`config.mk`:
```
export PLATFORM = sky130hd
export DESIGN_NAME = two_link_jacobian_ik
export DESIGN_NICKNAME = d
export VERILOG_FILES = /design/src/sv/tlj_pkg.sv /design/src/sv/two_link_jacobian_ik.sv
export SDC_FILE = /design/constraint.sdc
export NUM_CORES = 2
export LEC_CHECK = 0
export ABC_CLOCK_PERIOD_IN_PS = 9500
export CORE_AREA = 3 3 459 506
export CTS_BUF_LIST = sky130_fd_sc_hd__clkbuf_4 sky130_fd_sc_hd__clkbuf_8
export DETAILED_ROUTE_END_ITERATION = 10
export DIE_AREA = 0 0 462 509
export DONT_BUFFER_PORTS = 1
export PLACE_DENSITY = 0.53
export SLEW_MARGIN = 20
export SYNTH_ARGS = -nofsm -noshare
export SYNTH_HDL_FRONTEND = slang
export SYNTH_SLANG_ARGS = --single-unit
```
`constraint.sdc`:
```
create_clock -name clk -period 9.5 [get_ports clk]
set_clock_uncertainty 0.2 [all_clocks]
set_input_delay 0.475 -clock clk [delete_from_list [all_inputs] [get_ports clk]]
set_output_delay 0.475 -clock clk [all_outputs]
set_load 0.01 [all_outputs]
```
`src/sv/tlj_pkg.sv`:
```
package tlj_pkg;

	localparam int FRAC_BITS = 16;
	localparam int CORDIC_N  = 30;
	localparam int CNT_W     = $clog2(CORDIC_N);
	localparam int TRIG_SH   = 30 - FRAC_BITS;

	localparam int LEN_W = 16;
	localparam int ITER_W = 10;
	localparam int ANG_W = 20;
	localparam int POS_W = 18;
	localparam int CFG_W = 20;

	// datapath word, product and quotient widths
	localparam int DW = 22;
	localparam int PW = 2 * DW;
	localparam int QW = PW + 1;
	localparam int DIV_STEPS = PW;
	localparam int DCNT_W = $clog2(DIV_STEPS);

	// CORDIC angle and vector widths (Q30)
	localparam int ZW = 36;
	localparam int XW = 33;

	localparam logic signed [ZW-1:0] PI_Q30      = 36'sd3373259426;
	localparam logic signed [ZW-1:0] HALF_PI_Q30 = 36'sd1686629713;
	localparam logic signed [ZW-1:0] TWO_PI_Q30  = 36'sd6746518852;
	localparam logic signed [XW-1:0] GAIN_Q30    = 33'sd652032874;

	localparam logic signed [ZW-1:0] ATAN_TAB [CORDIC_N] = '{
		36'sd843314857, 36'sd497837829, 36'sd263043837, 36'sd133525159,
		36'sd67021687, 36'sd33543516, 36'sd16775851, 36'sd8388437,
		36'sd4194283, 36'sd2097149, 36'sd1048576, 36'sd524288,
		36'sd262144, 36'sd131072, 36'sd65536, 36'sd32768, 36'sd16384,
		36'sd8192, 36'sd4096, 36'sd2048, 36'sd1024, 36'sd512, 36'sd256,
		36'sd128, 36'sd64, 36'sd32, 36'sd16, 36'sd8, 36'sd4, 36'sd2
	};

	localparam logic signed [QW:0] ANG_MAX = (QW+1)'(524287);
	localparam logic signed [QW:0] ANG_MIN = -(QW+1)'(524288);

	typedef enum logic [2:0] {
		CFG_LINK1  = 3'd0,
		CFG_LINK2  = 3'd1,
		CFG_ITERS  = 3'd2,
		CFG_START1 = 3'd3,
		CFG_START2 = 3'd4
	} cfg_idx_t;

	// micro-operations of one iteration, run in this order
	typedef enum logic [3:0] {
		OP_L1C1, OP_L2C12, OP_L1S1, OP_L2S12, OP_DET1, OP_DET2,
		OP_DX, OP_DY, OP_N1A, OP_N1B, OP_T1, OP_N2A, OP_N2B, OP_T2
	} op_t;

endpackage

```
`src/sv/two_link_jacobian_ik.sv`:
```
// channel | direction | fields                                     | handshake
// in      | request   | target_x, target_y                         | in_valid / in_stall
// out     | result    | joint_angle_one, joint_angle_two, singular | out_valid / out_stall
// cfg     | write     | cfg_index, cfg_data                        | cfg_write
//
// Per iteration: two CORDIC runs, ten multiplies and four divides, one after another;
// a target repeats this up to iteration_count times. The bit-serial divider dominates.
// in_stall is high from the cycle after a request is taken until its result is registered.
// Reset returns the configuration registers to their defaults and clears the sequencer.
// A stalled result holds; the next request may be taken meanwhile.
module two_link_jacobian_ik
	import tlj_pkg::*;
(
	input  logic                     clk,
	input  logic                     arst_n,
	input  logic                     cfg_write,
	input  logic [2:0]               cfg_index,
	input  logic [CFG_W-1:0]         cfg_data,
	input  logic                     in_valid,
	output logic                     in_stall,
	input  logic signed [POS_W-1:0]  target_x,
	input  logic signed [POS_W-1:0]  target_y,
	output logic                     out_valid,
	input  logic                     out_stall,
	output logic signed [ANG_W-1:0]  joint_angle_one,
	output logic signed [ANG_W-1:0]  joint_angle_two,
	output logic                     singular
);

	typedef enum logic [3:0] {
		S_IDLE, S_TLOAD, S_MOD, S_RED, S_FOLD, S_CORD, S_CPOST, S_OP, S_DIV, S_DONE
	} state_t;

	state_t state_q;

	logic [LEN_W-1:0]        cfg_l1_q, cfg_l2_q;
	logic [ITER_W-1:0]       cfg_n_q;
	logic signed [ANG_W-1:0] cfg_t1_q, cfg_t2_q;

	logic [LEN_W-1:0]        l1_q, l2_q;
	logic [ITER_W-1:0]       k_q;
	logic signed [POS_W-1:0] tx_q, ty_q;
	logic signed [ANG_W-1:0] t1_q, t2_q;
	logic                    sel_q, neg_q, phase_q, sing_q;
	op_t                     op_q;

	logic signed [ZW-1:0]    z_q;
	logic signed [XW-1:0]    x_q, y_q;
	logic [CNT_W-1:0]        cnt_q;

	logic signed [DW-1:0]    c1_q, s1_q, c12_q, s12_q;
	logic signed [DW-1:0]    px_q, py_q, j12_q, j22_q, det_q, dx_q, dy_q, acc_q;
	logic signed [PW-1:0]    prod_q, nacc_q, num_q;

	logic [DW-1:0]           rem_q, dvs_q;
	logic [PW-1:0]           quo_q;
	logic                    dneg_q;
	logic [DCNT_W-1:0]       dcnt_q;

	logic                    out_valid_q, sing_out_q;
	logic signed [ANG_W-1:0] a1_out_q, a2_out_q;

	// configuration registers
	always_ff @(posedge clk or negedge arst_n) begin
		if (!arst_n) begin
			cfg_l1_q <= LEN_W'(19661);
			cfg_l2_q <= LEN_W'(19661);
			cfg_n_q  <= ITER_W'(200);
			cfg_t1_q <= ANG_W'(102944);
			cfg_t2_q <= -ANG_W'(102944);
		end else if (cfg_write) begin
			case (cfg_idx_t'(cfg_index))
				CFG_LINK1:  cfg_l1_q <= cfg_data[LEN_W-1:0];
				CFG_LINK2:  cfg_l2_q <= cfg_data[LEN_W-1:0];
				CFG_ITERS:  cfg_n_q  <= cfg_data[ITER_W-1:0];
				CFG_START1: cfg_t1_q <= $signed(cfg_data[ANG_W-1:0]);
				CFG_START2: cfg_t2_q <= $signed(cfg_data[ANG_W-1:0]);
				default: ;
			endcase
		end
	end

	logic accept;
	assign in_stall = (state_q != S_IDLE);
	assign accept   = in_valid && !in_stall;

	// CORDIC datapath
	logic signed [ANG_W:0]   ang_sum;
	logic signed [ZW-1:0]    z_load, atan_v;
	logic signed [XW-1:0]    xs, ys;
	logic signed [XW-1:0]    x_sh, y_sh;
	logic signed [DW-1:0]    cos_v, sin_v;

	assign ang_sum = sel_q ? (ANG_W+1)'(t1_q) + (ANG_W+1)'(t2_q) : (ANG_W+1)'(t1_q);
	assign z_load  = ZW'(ang_sum) <<< TRIG_SH;
	assign atan_v  = ATAN_TAB[cnt_q];
	assign xs      = x_q >>> cnt_q;
	assign ys      = y_q >>> cnt_q;
	assign x_sh    = x_q >>> TRIG_SH;
	assign y_sh    = y_q >>> TRIG_SH;
	assign cos_v   = neg_q ? -DW'(x_sh) : DW'(x_sh);
	assign sin_v   = neg_q ? -DW'(y_sh) : DW'(y_sh);

	// shared multiplier operands
	logic signed [DW-1:0] ma, mb, l1_s, l2_s, j11;
	logic signed [PW-1:0] prod_fx;
	logic signed [DW-1:0] fm;

	assign l1_s    = $signed(DW'(l1_q));
	assign l2_s    = $signed(DW'(l2_q));
	assign j11     = -py_q;
	assign prod_fx = prod_q >>> FRAC_BITS;
	assign fm      = prod_fx[DW-1:0];

	always_comb begin
		ma = '0;
		mb = '0;
		case (op_q)
			OP_L1C1:  begin ma = l1_s;  mb = c1_q;  end
			OP_L2C12: begin ma = l2_s;  mb = c12_q; end
			OP_L1S1:  begin ma = l1_s;  mb = s1_q;  end
			OP_L2S12: begin ma = l2_s;  mb = s12_q; end
			OP_DET1:  begin ma = j11;   mb = j22_q; end
			OP_DET2:  begin ma = j12_q; mb = px_q;  end
			OP_N1A:   begin ma = j22_q; mb = dx_q;  end
			OP_N1B:   begin ma = j12_q; mb = dy_q;  end
			OP_N2A:   begin ma = j11;   mb = dy_q;  end
			OP_N2B:   begin ma = px_q;  mb = dx_q;  end
			default: ;
		endcase
	end

	// shared divider operands
	logic signed [PW-1:0] dvd;
	logic signed [DW-1:0] dvs;
	logic                 is_div;
	logic [PW-1:0]        dvd_mag;
	logic [DW-1:0]        dvs_mag;

	always_comb begin
		dvd    = num_q;
		dvs    = det_q;
		is_div = 1'b0;
		case (op_q)
			OP_DX: begin
				dvd    = PW'(tx_q) - PW'(px_q);
				dvs    = $signed(DW'(k_q));
				is_div = 1'b1;
			end
			OP_DY: begin
				dvd    = PW'(ty_q) - PW'(py_q);
				dvs    = $signed(DW'(k_q));
				is_div = 1'b1;
			end
			OP_T1, OP_T2: is_div = 1'b1;
			default: ;
		endcase
	end

	assign dvd_mag = dvd[PW-1] ? PW'(-dvd) : PW'(dvd);
	assign dvs_mag = dvs[DW-1] ? DW'(-dvs) : DW'(dvs);

	logic [DW:0]          rem_sh, rem_diff;
	logic                 rem_ge;
	logic signed [QW-1:0] quot;
	logic signed [QW:0]   ang_new;
	logic signed [ANG_W-1:0] ang_sat;
	logic signed [DW-1:0] det_v;

	assign rem_sh   = {rem_q, quo_q[PW-1]};
	assign rem_ge   = rem_sh >= {1'b0, dvs_q};
	assign rem_diff = rem_sh - {1'b0, dvs_q};
	assign quot     = dneg_q ? -$signed({1'b0, quo_q}) : $signed({1'b0, quo_q});
	assign ang_new  = (QW+1)'(op_q == OP_T1 ? t1_q : t2_q) + (QW+1)'(quot);
	assign ang_sat  = (ang_new > ANG_MAX) ? ANG_W'(ANG_MAX) :
	                  (ang_new < ANG_MIN) ? ANG_W'(ANG_MIN) : ANG_W'(ang_new);
	assign det_v    = acc_q - fm;

	always_ff @(posedge clk or negedge arst_n) begin
		if (!arst_n) begin
			state_q     <= S_IDLE;
			out_valid_q <= 1'b0;
			op_q        <= OP_L1C1;
			phase_q     <= 1'b0;
			sel_q       <= 1'b0;
			neg_q       <= 1'b0;
			sing_q      <= 1'b0;
			k_q         <= '0;
			cnt_q       <= '0;
			dcnt_q      <= '0;
		end else begin
			// the done step reloads the result register itself
			if (out_valid_q && !out_stall && state_q != S_DONE)
				out_valid_q <= 1'b0;
			case (state_q)
				S_IDLE: begin
					if (accept) begin
						tx_q   <= target_x;
						ty_q   <= target_y;
						l1_q   <= cfg_l1_q;
						l2_q   <= cfg_l2_q;
						k_q    <= cfg_n_q;
						t1_q   <= cfg_t1_q;
						t2_q   <= cfg_t2_q;
						sing_q <= 1'b0;
						sel_q  <= 1'b0;
						state_q <= (cfg_n_q == '0) ? S_DONE : S_TLOAD;
					end
				end
				S_TLOAD: begin
					z_q     <= z_load;
					x_q     <= GAIN_Q30;
					y_q     <= '0;
					neg_q   <= 1'b0;
					state_q <= S_MOD;
				end
				S_MOD: begin
					// remainder keeps the sign of the angle
					if (z_q >= TWO_PI_Q30)
						z_q <= z_q - TWO_PI_Q30;
					else if (z_q <= -TWO_PI_Q30)
						z_q <= z_q + TWO_PI_Q30;
					else
						state_q <= S_RED;
				end
				S_RED: begin
					if (z_q > PI_Q30)
						z_q <= z_q - TWO_PI_Q30;
					else if (z_q < -PI_Q30)
						z_q <= z_q + TWO_PI_Q30;
					state_q <= S_FOLD;
				end
				S_FOLD: begin
					if (z_q > HALF_PI_Q30) begin
						z_q   <= z_q - PI_Q30;
						neg_q <= 1'b1;
					end else if (z_q < -HALF_PI_Q30) begin
						z_q   <= z_q + PI_Q30;
						neg_q <= 1'b1;
					end
					cnt_q   <= '0;
					state_q <= S_CORD;
				end
				S_CORD: begin
					if (!z_q[ZW-1]) begin
						x_q <= x_q - ys;
						y_q <= y_q + xs;
						z_q <= z_q - atan_v;
					end else begin
						x_q <= x_q + ys;
						y_q <= y_q - xs;
						z_q <= z_q + atan_v;
					end
					if (cnt_q == CNT_W'(CORDIC_N - 1))
						state_q <= S_CPOST;
					else
						cnt_q <= cnt_q + 1'b1;
				end
				S_CPOST: begin
					if (!sel_q) begin
						c1_q    <= cos_v;
						s1_q    <= sin_v;
						sel_q   <= 1'b1;
						state_q <= S_TLOAD;
					end else begin
						c12_q   <= cos_v;
						s12_q   <= sin_v;
						op_q    <= OP_L1C1;
						phase_q <= 1'b0;
						state_q <= S_OP;
					end
				end
				S_OP: begin
					if (!phase_q) begin
						if (is_div) begin
							rem_q   <= '0;
							quo_q   <= dvd_mag;
							dvs_q   <= dvs_mag;
							dneg_q  <= dvd[PW-1] ^ dvs[DW-1];
							dcnt_q  <= '0;
							state_q <= S_DIV;
						end else begin
							prod_q  <= PW'(ma * mb);
						end
						phase_q <= 1'b1;
					end else begin
						phase_q <= 1'b0;
						op_q    <= op_t'(op_q + 1'b1);
						case (op_q)
							OP_L1C1:  acc_q <= fm;
							OP_L2C12: begin
								px_q  <= acc_q + fm;
								j22_q <= fm;
							end
							OP_L1S1:  acc_q <= fm;
							OP_L2S12: begin
								py_q  <= acc_q + fm;
								j12_q <= -fm;
							end
							OP_DET1:  acc_q <= fm;
							OP_DET2: begin
								det_q <= det_v;
								if (det_v == '0) begin
									sing_q  <= 1'b1;
									state_q <= S_DONE;
								end
							end
							OP_DX:  dx_q   <= DW'(quot);
							OP_DY:  dy_q   <= DW'(quot);
							OP_N1A: nacc_q <= prod_q;
							OP_N1B: num_q  <= nacc_q - prod_q;
							OP_T1:  t1_q   <= ang_sat;
							OP_N2A: nacc_q <= prod_q;
							OP_N2B: num_q  <= nacc_q - prod_q;
							OP_T2: begin
								t2_q <= ang_sat;
								k_q  <= k_q - 1'b1;
								if (k_q == ITER_W'(1)) begin
									state_q <= S_DONE;
								end else begin
									sel_q   <= 1'b0;
									state_q <= S_TLOAD;
								end
							end
							default: ;
						endcase
					end
				end
				S_DIV: begin
					rem_q  <= rem_ge ? rem_diff[DW-1:0] : rem_sh[DW-1:0];
					quo_q  <= {quo_q[PW-2:0], rem_ge};
					dcnt_q <= dcnt_q + 1'b1;
					if (dcnt_q == DCNT_W'(DIV_STEPS - 1))
						state_q <= S_OP;
				end
				S_DONE: begin
					if (!out_valid_q || !out_stall) begin
						a1_out_q    <= t1_q;
						a2_out_q    <= t2_q;
						sing_out_q  <= sing_q;
						out_valid_q <= 1'b1;
						state_q     <= S_IDLE;
					end
				end
				default: state_q <= S_IDLE;
			endcase
		end
	end

	assign out_valid       = out_valid_q;
	assign joint_angle_one = a1_out_q;
	assign joint_angle_two = a2_out_q;
	assign singular        = sing_out_q;

	a_busy_after_take: assert property (@(posedge clk) disable iff (!arst_n)
		accept |=> in_stall)
		else $error("request taken but input not stalled");

	a_div_count: assert property (@(posedge clk) disable iff (!arst_n)
		(state_q == S_DIV) |-> (dcnt_q < DCNT_W'(DIV_STEPS)))
		else $error("divider ran past its last step");

	a_iter_left: assert property (@(posedge clk) disable iff (!arst_n)
		(state_q == S_OP || state_q == S_DIV || state_q == S_CORD) |-> (k_q != '0))
		else $error("iteration work with no iterations left");

	a_result_source: assert property (@(posedge clk) disable iff (!arst_n)
		$rose(out_valid_q) |-> ($past(state_q) == S_DONE))
		else $error("result raised outside the done step");

endmodule
```
==> impl_metrics.tcl <==
set metrics [dict create \
    yosys_register_bits 852 \
    cp.arrival_ps 9660 \
    cts-root-buf "clkbuf_8" \
    crit_start "py_q[1]" \
    min_from "target_y[7]" \
    clockBufferDepth 3 \
    ant_nets 0 \
    syn_area_um2 79400 \
    period_share 0.975 \
    cts_tree "built" \
    vias_per_cell 5.65 \
    dpl.hpwl_um 215000 \
    start_util 0.349 \
    rows 184 \
    drt_iter0_markers 6151 \
    multi_input_area_um2 50000 \
    die_y_um 509 \
    grt_pass1_vias 64472 \
    ys.flop_type "edfxtp_1" \
    num-fill-cells 22573 \
    wl_per_cell_um 23.7 \
    critical_path_class "reg2reg" \
    fp.dieArea_um2 235000 \
    area_growth_pct 12.3 \
    placed_cell_area_um2 84600 \
    outcome "finished clean" \
    yosys.cell_types.count 96 \
    final_nets 9580 \
    hp-class "in2reg" \
    clk_latency_ps 910 \
    drive_above_1_share 0.121 \
    cp_slowest_cell "fa_1" \
    maxSlewHeadroom 0.145 \
    maxCapViolations 0 \
    gp_congestion 0.957 \
    vias 65678 \
    final_period_minus_worst_setup_slack_ps 9260 \
    cpPeakStageDelay_ps 560 \
    io_pins 107 \
    antenna_found_initial 12 \
    seqCellArea_um2 25100 \
    cp.required_ps 9900 \
    h-tree-depth 4 \
    cp_common_cell "fa_1" \
    fmax_mhz 108 \
    die_w_um 462 \
    synthCells 8329 \
    dr.pass1.iters 5 \
    final-hold-violation-count 0 \
    reg2reg_from "py_q[1]" \
    fin_cells 11627 \
    port_buffers 0 \
    clk_pin_slew_ps 60 \
    cp-end-kind "register" \
    drc 0 \
    finalSetupViolCount 0 \
    cts_buffers 153 \
    yosys_warnings 0 \
    synth_nets 9387 \
    start_kind "register" \
    worst_pin_slew_ps 1270 \
    grtUsageTotal 0.230 \
    crit_fanout 5 \
    yosysSeqAreaShare 0.315 \
    grt_setup_unrepaired "true" \
    grt_pass1_wl_um 412000 \
    synth-async-reset-ratio 0.136 \
    grt_overflow 0 \
    final_common_cell "inv_1" \
    path_buf_inv 7 \
    dp.cells 11233 \
    wl_um 276000 \
    avgSynthCellArea_um2 9.54 \
    layout_common_cells "inv_1 (869), edfxtp_1 (736), nand2_1 (715)" \
    cts.sink_count 852 \
    synth-edff-count 736 \
    cp_top_family "adder cells" \
    fin_area_um2 89200 \
    grt_max_degree 117 \
    core_area_um2 228000 \
    drv_slew 0 \
]
-- repair_timing --
action                                  4_1_cts  5_1_grt
buffers inserted                              2        8
pin swaps                                     5       24
hold buffers                                100        0
gates resized for setup                       9       63
endpoints found under the setup margin        4       15
endpoints found under the hold margin       239        0
-- cell type report --
type | instances | share of cell area
multi-input cells | 6202 | 0.561
flip-flops and latches | 852 | 0.281
repair buffers | 440 | 0.0440
well taps | 2976 | 0.0417
inverters | 873 | 0.0367
clock buffers | 211 | 0.0290
clock inverters | 65 | 0.00701
diodes | 8 | 0.000224
-- kinds of logic after synthesis --
| kind of cell | count (synthesis) | synth area share |
|---|---|---|
| AOI/OAI and AO/OA | 1946 | 0.160 |
| xor gates and xnor gates | 569 | 0.0627 |
| adders and majority gates | 994 | 0.205 |
| buffers and inverters | 1275 | 0.0606 |
| DFF | 852 | 0.315 |
| muxes | 299 | 0.0543 |
| and+or+nand+nor | 2394 | 0.142 |
-- synthesized netlist by cell type (24+ instances only) --
| cell type | instances | area, um2 |
|---|---|---|
| buf_1 | 38 | 143 |
| nand3_1 | 154 | 771 |
| or3_1 | 54 | 338 |
| o22ai_1 | 36 | 225 |
| nor4_1 | 39 | 244 |
| mux4_2 | 92 | 2070 |
| a22oi_1 | 80 | 601 |
| nor3_1 | 157 | 786 |
| nand2_1 | 719 | 2700 |
| o221ai_1 | 24 | 210 |
| o21ai_0 | 439 | 2200 |
| a21oi_1 | 496 | 2480 |
| a31oi_1 | 87 | 544 |
| or2_2 | 33 | 206 |
| a21o_1 | 155 | 1160 |
| fa_1 | 513 | 10300 |
| o21bai_1 | 37 | 278 |
| a221oi_1 | 47 | 412 |
| o211ai_1 | 47 | 353 |
| o31ai_1 | 61 | 458 |
| and3_1 | 61 | 382 |
| a211oi_1 | 62 | 465 |
| nor2_1 | 717 | 2690 |
| edfxtp_1 | 736 | 22100 |
| ha_1 | 481 | 6020 |
| dfrtp_1 | 81 | 2030 |
| o21a_1 | 72 | 541 |
| a31o_2 | 27 | 236 |
| mux2_2 | 137 | 1540 |
| xor2_1 | 190 | 1660 |
| xnor2_1 | 379 | 3320 |
| inv_1 | 871 | 3270 |
| a221o_1 | 25 | 250 |
| clkbuf_1 | 346 | 1300 |
| dfstp_2 | 35 | 920 |
| nor2b_1 | 85 | 532 |
| mux2i_1 | 70 | 701 |
| nand4_1 | 69 | 432 |
| or4_1 | 41 | 308 |
| a22o_1 | 29 | 254 |
| and2_1 | 68 | 425 |
| nand2b_1 | 92 | 576 |
-- per-layer routing --
layer | vias up | share of wire | global-route usage | wire length (um)
li1 | 29955 | - | - | -
met1 | 33059 | 0.42 | 0.304 | 116000
met2 | 2211 | 0.48 | 0.386 | 133000
met3 | 453 | 0.057 | 0.0267 | 15600
met4 | 0 | 0.042 | 0.0868 | 11600
met5 | - | 0 | 0 | 0
-- flip-flops by register name, indices dropped and copies added, names as in the netlist, 22 cells and up --
signal	cells
acc_q	22
c12_q	22
c1_q	22
det_q	22
dvs_q	22
dx_q	22
dy_q	22
j12_q	22
j22_q	22
nacc_q	44
num_q	44
prod_q	44
px_q	22
py_q	22
quo_q	44
rem_q	22
s12_q	22
s1_q	22
x_q	33
y_q	33
z_q	36
-- worst paths after layout --
| check | to | slack, ps | depth (start not counted) |
|---|---|---|---|
| min in group asynchronous | cfg_t1_q[13] | 240 | 2 |
| worst min register to register | nacc_q[7] | 240 | 0 |
| worst max register to register | prod_q[42] | 240 | 34 |
| worst min-delay path | ty_q[7] | 70 | 1 |
| worst max-delay path | prod_q[42] | 240 | 34 |
| max in group asynchronous | cnt_q[1] | 8360 | 2 |
-- worst register-to-register path: cells and delay by family, from the launching register on --
family          cells  cell delay (ps)
fa+ha+maj           8             3860
xor+xnor            2              230
flops               1              420
simple gates       11             2090
buf+inv             7              660
compound gates      6             1560
-- stage by stage --
| stage | utilization | setup TNS [ps] | worst slack, ps | hold WS [ps] |
|---|---|---|---|---|
| after floorplan | - | 0 | 105 | -20.6 |
| after global placement | 0.371 | -5.30 | -5.30 | -5.89 |
| after detailed placement | 0.371 | -232 | -81.1 | -4.44 |
| after CTS | 0.390 | 0 | 6.57 | 0.724 |
| after global routing | 0.391 | -133 | -72.7 | 3.02 |
| final | 0.392 | 0 | 240 | 67.3 |
Power is left out: the tool's default activity adds up to more than one toggle a clock period on the data nets, which glitch-free logic cannot reach.
